### src/rtl/page_framebuffer_with_refresh_unit_defines.svh
// assertion macros for the page framebuffer with refresh unit
`ifndef PAGE_FRAMEBUFFER_WITH_REFRESH_UNIT_DEFINES_SVH
`define PAGE_FRAMEBUFFER_WITH_REFRESH_UNIT_DEFINES_SVH

// same-cycle implication, checked on clk, quiet during rst
`define PFB_ASSERT_NOW(label, a, b) \
  label: assert property (@(posedge clk) disable iff (rst) (a) |-> (b)) \
    else $error("pfb same-cycle check failed");

// next-cycle implication, checked on clk, quiet during rst
`define PFB_ASSERT_NEXT(label, a, b) \
  label: assert property (@(posedge clk) disable iff (rst) (a) |=> (b)) \
    else $error("pfb next-cycle check failed");

`endif

### src/rtl/pfb_pkg.sv
// shared constants, payload types and control structs of the page framebuffer
package pfb_pkg;

  localparam int WIDTH        = 128;
  localparam int HEIGHT       = 64;
  localparam int PAGES        = (HEIGHT + 7) / 8;
  localparam int STORE_BYTES  = WIDTH * PAGES;
  localparam int HEADER_BYTES = 3;

  localparam int ADDR_W = $clog2(STORE_BYTES);
  localparam int COL_W  = $clog2(WIDTH);
  localparam int PAGE_W = (PAGES > 1) ? $clog2(PAGES) : 1;
  localparam int POS_W  = $clog2(WIDTH + HEADER_BYTES);

  // item opcodes
  localparam logic [1:0] OP_PIXEL   = 2'd0;
  localparam logic [1:0] OP_FILL    = 2'd1;
  localparam logic [1:0] OP_REFRESH = 2'd2;
  localparam logic [1:0] OP_TICK    = 2'd3;

  // register indexes
  localparam int CFG_IDX_W = 2;
  localparam logic [CFG_IDX_W-1:0] CFG_PAGE_CMD_BASE = 2'd0;
  localparam logic [CFG_IDX_W-1:0] CFG_COL_LOW_CMD   = 2'd1;
  localparam logic [CFG_IDX_W-1:0] CFG_COL_HIGH_CMD  = 2'd2;

  localparam logic [7:0] RST_PAGE_CMD_BASE = 8'h80;
  localparam logic [7:0] RST_COL_LOW_CMD   = 8'h02;
  localparam logic [7:0] RST_COL_HIGH_CMD  = 8'h10;

  typedef struct packed {
    logic [1:0] op;
    logic [7:0] x;
    logic [7:0] y;
    logic       color;
  } req_t;

  typedef struct packed {
    logic [7:0] out_byte;
    logic       is_command;
    logic       frame_last;
  } rsp_t;

  // controller to datapath
  typedef struct packed {
    logic load_item;
    logic pix_read;
    logic pix_write;
    logic fill_start;
    logic fill_step;
    logic refresh_start;
    logic emit_header;
    logic data_read;
    logic emit_data;
  } cmd_t;

  // datapath to controller
  typedef struct packed {
    logic [1:0] op;
    logic       pix_in_range;
    logic       fill_busy;
    logic       fill_last;
    logic       refresh_busy;
    logic       header;
    logic       out_busy;
  } status_t;

endpackage

### src/rtl/pfb_ctrl.sv
// framebuffer controller state machine
module pfb_ctrl (
  input  logic             clk,
  input  logic             rst,
  input  logic             req_valid,
  output logic             req_stall,
  input  pfb_pkg::status_t st,
  output pfb_pkg::cmd_t    cmd
);

  localparam logic [2:0] S_CLEAR  = 3'd0;
  localparam logic [2:0] S_IDLE   = 3'd1;
  localparam logic [2:0] S_EXEC   = 3'd2;
  localparam logic [2:0] S_PIX_WR = 3'd3;
  localparam logic [2:0] S_DATA   = 3'd4;

  logic [2:0] state;
  logic [2:0] state_next;

  assign req_stall = (state != S_IDLE);

  always_comb begin
    cmd        = '0;
    state_next = state;
    case (state)
      S_CLEAR: begin
        cmd.fill_step = 1'b1;
        if (st.fill_last) begin
          state_next = S_IDLE;
        end
      end
      S_IDLE: begin
        if (req_valid) begin
          cmd.load_item = 1'b1;
          state_next    = S_EXEC;
        end
      end
      S_EXEC: begin
        state_next = S_IDLE;
        case (st.op)
          pfb_pkg::OP_PIXEL: begin
            if (st.pix_in_range) begin
              cmd.pix_read = 1'b1;
              state_next   = S_PIX_WR;
            end
          end
          pfb_pkg::OP_FILL: begin
            cmd.fill_start = 1'b1;
          end
          pfb_pkg::OP_REFRESH: begin
            cmd.refresh_start = !st.refresh_busy;
          end
          pfb_pkg::OP_TICK: begin
            if (st.fill_busy) begin
              cmd.fill_step = 1'b1;
            end else if (st.refresh_busy) begin
              if (!st.header) begin
                cmd.data_read = 1'b1;
                state_next    = S_DATA;
              end else if (st.out_busy) begin
                state_next = S_EXEC;
              end else begin
                cmd.emit_header = 1'b1;
              end
            end
          end
          default: ;
        endcase
      end
      S_PIX_WR: begin
        cmd.pix_write = 1'b1;
        state_next    = S_IDLE;
      end
      S_DATA: begin
        if (!st.out_busy) begin
          cmd.emit_data = 1'b1;
          state_next    = S_IDLE;
        end
      end
      default: begin
        state_next = S_IDLE;
      end
    endcase
  end

  always_ff @(posedge clk) begin
    if (rst) begin
      state <= S_CLEAR;
    end else begin
      state <= state_next;
    end
  end

endmodule

### config.mk
export PLATFORM = sky130hd
export DESIGN_NAME = pfb_ctrl
export DESIGN_NICKNAME = d
export VERILOG_FILES = /design/src/rtl/page_framebuffer_with_refresh_unit_defines.svh /design/src/rtl/pfb_pkg.sv /design/src/rtl/pfb_ctrl.sv
export SDC_FILE = /design/constraint.sdc
export NUM_CORES = 1
export LEC_CHECK = 0
export BUFFER_PORTS_ARGS = -buffer_cell sky130_fd_sc_hd__buf_2
export CORE_AREA = 2 2 39 41
export CTS_CLUSTER_SIZE = 40
export DETAILED_ROUTE_END_ITERATION = 16
export DIE_AREA = 0 0 41 43
export PLACE_DENSITY = 0.54
export SYNTH_ARGS = -nofsm -noshare
export SYNTH_HDL_FRONTEND = slang
export SYNTH_SLANG_ARGS = --single-unit
### constraint.sdc
create_clock -name clk -period 2.8 [get_ports clk]
set_clock_uncertainty 0.1 [all_clocks]
set_input_delay 0.28 -clock clk [delete_from_list [all_inputs] [get_ports clk]]
set_output_delay 0.28 -clock clk [all_outputs]
set_load 0.01 [all_outputs]
==> results of run 1 <==
worst max path at each step:
stage                     endpoint  slack [ns]  depth (start not counted)
final                       cmd[1]        0.95                          3
after global routing        cmd[3]        0.82                          3
after CTS                   cmd[1]        0.92                          3
after detailed placement  state[0]        1.08                          4
after global placement    state[0]        1.09                          4
after floorplan             cmd[3]        1.22                          3
area by class of cell:
type	count	area (um^2)	share of cell area
inverters	6	22.5	0.0455
multi-input cells	37	267	0.538
flip-flops and latches	3	60.1	0.121
well taps	16	20.0	0.0404
clock buffers	4	26.3	0.0530
repair buffers	20	100	0.202
placed cells by master, fill, tap and decap left out, types with 2 or more instances in the layout:
master,count
nor3_1,3
o21ai_0,2
o31ai_1,2
nand3b_1,2
ha_1,4
nor2_1,5
nand2_1,5
clkbuf_4,3
dfxtp_1,3
nand2b_1,2
buf_2,20
a211oi_1,2
inv_1,6
per-layer routing:
layer / GRT usage / part of all wire / vias to the layer above
met1: 0.169 / 0.51 / 167
met2: 0.159 / 0.42 / 17
li1: - / - / 215
met3: 0.0157 / 0.068 / 0
met4: 0.0200 / 0 / 0
met5: 0 / 0 / -
metrics by stage:
| stage | hold slack, ns | power [mW] | cell area (um^2) |
|---|---|---|---|
| finish | 0.165 | 0.312 | 495 |
| global route | 0.164 | 0.341 | 495 |
| CTS | 0.161 | 0.318 | 495 |
| detailed placement | 0.405 | 0.239 | 469 |
| global placement | 0.400 | 0.238 | 469 |
| floorplan | 0.250 | 0.187 | 354 |
logic make-up (layout without fill, tap and decap cells):
| kind of cell | Yosys count | after routing | share of synthesized area |
|---|---|---|---|
| DFF | 3 | 3 | 0.170 |
| AOI/OAI and AO/OA | 7 | 7 | 0.131 |
| buffers and inverters | 7 | 30 | 0.0777 |
| and+or+nand+nor | 25 | 25 | 0.449 |
| muxes | 1 | 1 | 0.0318 |
| adders and majority gates | 4 | 4 | 0.141 |
synthesized netlist by cell type (2+ instances only):
| library cell | n | share of area |
|---|---|---|
| nor2_1 | 5 | 0.053 |
| nand3b_1 | 2 | 0.042 |
| inv_1 | 6 | 0.064 |
| nor3_1 | 3 | 0.042 |
| a211oi_1 | 2 | 0.042 |
| dfxtp_1 | 3 | 0.17 |
| o31ai_1 | 2 | 0.042 |
| o21ai_0 | 2 | 0.028 |
| nand2b_1 | 2 | 0.035 |
| nand2_1 | 5 | 0.053 |
| ha_1 | 4 | 0.14 |
power by group through the flow:
stage,clock [mW],sequential [mW],combinational [mW]
floorplan,0,0.0712,0.116
global placement,0,0.0937,0.144
detailed placement,0,0.0930,0.146
CTS,0.0775,0.0932,0.147
global route,0.0818,0.0980,0.161
finish,0.0743,0.0930,0.145
worst max-delay path, cell delays in order (launching register included):
cell and delay (ns):
dfxtp_1 0.44, or3b_4 0.46, nor3_4 0.19, buf_2 0.15
==> reports/qor.csv, run 1 <==
metric,value,unit
grt_use_total,0.110,
synth_fp_nets,62,
io_pins,21,
period_share,0.662,
drc,0,
max-vdd-ir-drop,176,uV
r2r-start,state[0],
cts_tree,yes,
pwr-share-clk,0.238,
grt_pass1_vias,356,
yosys_most_used_dff,dfxtp_1,
largest_reg_flops,3,
path_class,flip-flop to primary output,
initialDrtViolationCount,5,
critPathLaunchType,flip-flop,
synthCells,47,
diodes,0,
hold_end,state[2],
vias,399,
r2r_slack,1.05,ns
period_needed,1.85,ns
relSlewSlack,0.655,
top_regs,state (3),
pwr-share-seq,0.298,
dp_hpwl,724,um
cp-end-kind,primary output,
layout-drive-gt1-share,0.386,
finalNonFillerCells,86,
routed_wl,907,um
cts-root-buf,clkbuf_4,
p_comb_frac,0.464,
nFillCells,165,
synth_cell_types,22,
place.gp.congestion,0.716,
cts_setup_buffers,0,
cts_resized,0,
ys_warn_count,0,
place_inst,82,
fin_ws,0.946,ns
startpoint,state[1],
finalHoldViolCount,0,
clk_pin_slew_worst_paths,0.04,ns
core,1380,um^2
rsz0062_at_grt,no,
place_ws,1.08,ns
slew_violations,0,
grt_pass1_wl,1410,um
crit_required,2.42,ns
hold_path_class,primary input to flip-flop,
clk_latency,0.23,ns
internal-power,178,uW
cts.sinks,3,
start_util,0.256,
power_density,630,nW/um^2
setup_tns,0,ns
cts_buffers,3,
fmax,539,MHz
ant_nets,0,
port_buffers,20,
grt_max_degree,12,
p_sw_frac,0.428,
cap_violations,0,
top_register,state,
synth_seq_area_share,0.170,
cp_max_fo,8,
drt-pass1-iter-count,2,
synth_area,354,um^2
holdPathStages,2,
syn2layout_area_growth,39.9,%
utilization,0.358,
ctsHoldBuffers,0,
rr_worst_depth,4,
critPathArrivalTime,1.47,ns
overflow,0,
num-nets-final,86,
setup_viol,0,
rows,14,
avgSynthCellArea,7.53,um^2
antenna_found_initial,0,
hold_start,rst,
die-area,1760,um^2
p_sw,134,uW
vias_per_cell,4.64,
worst_pin_slew,0.513,ns
synth_edf_count,0,
rr_endpoint,state[0],
ctsLongestPathBuffers,2,
status,"complete, no violations",
htreeDepth,1,
die_h,43,um
p_leak,0.247,nW
synthArstFlopShare,0,
die_width,41,um
wl_per_cell,10.5,um
ys_seq_elements,3,
(Power assumes the default switching activity.)
==> run 2: changes to the inputs <==
PLACE_DENSITY = 0.56   (was 0.54)
clock period = 1.6 ns   (was 2.8 ns; I/O delays follow)
==> reports/qor.csv, run 2 (synthesis results as in run 1) <==
metric,value,unit,change
status,"complete, but fails checks",,"was complete, no violations"
violations,setup timing,,
initialDrtViolationCount,0,,was 5
diodes,0,,unchanged
p_leak,0.298,nW,was 0.247 nW
power_density,1200,nW/um^2,was 630 nW/um^2
grt_pass1_vias,410,,was 356
dp_hpwl,761,um,was 724 um
clk_pin_slew_worst_paths,0.04,ns,about the same
nFillCells,149,,was 165
top_register,state,,unchanged
die-area,1760,um^2,unchanged
fmax,622,MHz,
htreeDepth,1,,unchanged
cts-root-buf,clkbuf_4,,unchanged
p_comb_frac,0.617,,was 0.464
hold_path_class,primary input to flip-flop,,unchanged
largest_reg_flops,3,,unchanged
die_width,41,um,unchanged
grt_pass1_wl,1600,um,was 1410 um
ant_nets,0,,unchanged
crit_path_top_delay_cell,or3b_4,,unchanged
max-vdd-ir-drop,404,uV,was 176 uV
syn2layout_area_growth,68.2,%,was 39.9%
cp-end-kind,primary output,,unchanged
drt-pass1-iter-count,1,,was 2
relSlewSlack,0.839,,was 0.655
routed_wl,1040,um,was 907 um
cts_buffers,3,,unchanged
dpl_cell_area,499,um^2,was 469 um^2
internal-power,435,uW,was 178 uW
pwr-share-clk,0.194,,was 0.238
setup_viol,1,,was 0
cp_num_buf_inv,1,,unchanged
start_util,0.256,,unchanged
finalPower,713,uW,was 312 uW
p_sw,279,uW,was 134 uW
grt_max_degree,8,,was 12
rr_worst_depth,6,,was 4
io_pins,21,,unchanged
cp_slowest_stage_delay,0.44,ns,was 0.46 ns
holdPathStages,2,,unchanged
cts.sinks,3,,unchanged
layout-drive-gt1-share,0.538,,was 0.386
setup_tns,-0.00740,ns,was 0 ns
ctsLongestPathBuffers,2,,unchanged
ctsHoldBuffers,0,,unchanged
grt_use_total,0.136,,was 0.110
path_class,flip-flop to primary output,,unchanged
cp.depth,3,,unchanged
die_h,43,um,unchanged
crit_family,simple AND/OR/NAND/NOR gates,,unchanged
pwr-share-seq,0.189,,was 0.298
cts_tree,yes,,unchanged
layout_common_cells,"buf_2, inv_1, buf_4",,"was buf_2, inv_1, nand2_1, nor2_1, ha_1"
finalHoldViolCount,0,,unchanged
worst_pin_slew,0.240,ns,was 0.513 ns
crit_required,1.34,ns,was 2.42 ns
top_regs,state (3),,unchanged
critPathLaunchType,flip-flop,,unchanged
period_needed,1.61,ns,
fin_area,596,um^2,was 495 um^2
port_buffers,20,,unchanged
num-nets-final,94,,was 86
drc,0,,unchanged
clk_latency,0.24,ns,was 0.23 ns
wl_per_cell,11.1,um,was 10.5 um
fin_ws,-0.00740,ns,was 0.946 ns
mostFrequentLayoutCell,buf_2,,unchanged
overflow,0,,unchanged
crit_chain,or3b_4 > nor3_4 > buf_2,,unchanged
critPathArrivalTime,1.35,ns,was 1.47 ns
regArea,71.3,um^2,was 60.1 um^2
cap_violations,0,,unchanged
period_share,1.00,,
cp_max_fo,5,,was 8
rsz0062_at_grt,yes,,was no
antenna_found_initial,0,,unchanged
multi_input_area,288,um^2,was 267 um^2
place.gp.congestion,0.731,,was 0.716
p_sw_frac,0.390,,was 0.428
vias_per_cell,4.71,,was 4.64
vias,443,,was 399
slew_violations,0,,unchanged
core,1380,um^2,unchanged
rows,14,,unchanged
run 2: cell count changes in the layout (fill, tap and decap cells not counted), moves of 2 or more:
cell,before,now
buf_4,0,6
dfxtp_1,3,0
dfxtp_4,0,3
buf_6,0,2
run 2: per-layer routing:
layer | track usage | vias to the layer above | wire (um)
met5 | 0 | - | 0
met4 | 0.0600 | 0 | 0
met3 | 0.0314 | 0 | 70
met2 | 0.200 | 19 | 507
met1 | 0.182 | 194 | 463
li1 | - | 230 | -
run 2: worst register-to-register path: cells and delay by family, from the launching register on:
family,cells,cell delay [ns]
buf+inv,2,0.29
flops,1,0.34
simple gates,2,0.58
compound gates,2,0.15
run 2: power by group through the flow:
stage | registers (mW) | logic, mW | clock network [mW]
global placement | 0.152 | 0.326 | 0
finish | 0.135 | 0.440 | 0.138
CTS | 0.128 | 0.405 | 0.138
floorplan | 0.125 | 0.203 | 0
detailed placement | 0.151 | 0.327 | 0
global route | 0.135 | 0.493 | 0.153
run 2: cell type report:
| class | instances | share of cell area |
|---|---|---|
| repair buffers | 28 | 0.282 |
| flip-flops and latches | 3 | 0.120 |
| multi-input cells | 37 | 0.483 |
| clock buffers | 4 | 0.0441 |
| well taps | 16 | 0.0336 |
| inverters | 6 | 0.0378 |
run 2: final timing paths:
check / start / slack, ns / endpoint
setup / recovery: state[2] / -0.007 / cmd[1]
hold reg to reg: state[0] / 0.57 / state[1]
setup reg to reg: state[0] / 0.04 / state[0]
hold / removal: rst / 0.02 / state[1]
run 2: repair_timing:
action,CTS,global route
cloned,0,0
pin swaps,2,8
resized for setup,6,7
endpoints found under the setup margin,4,6
buffers inserted,4,0
run 2: per-stage QoR:
step,utilization,std cells,setup WS (ns),hold WS (ns)
after floorplan,-,47,0.139,0.130
after global placement,0.361,86,0.0470,0.278
after detailed placement,0.361,86,0.0389,0.283
after CTS,0.410,94,-0.0316,0.0250
after global routing,0.430,94,-0.0545,0.0364
final,0.430,94,-0.00740,0.0228
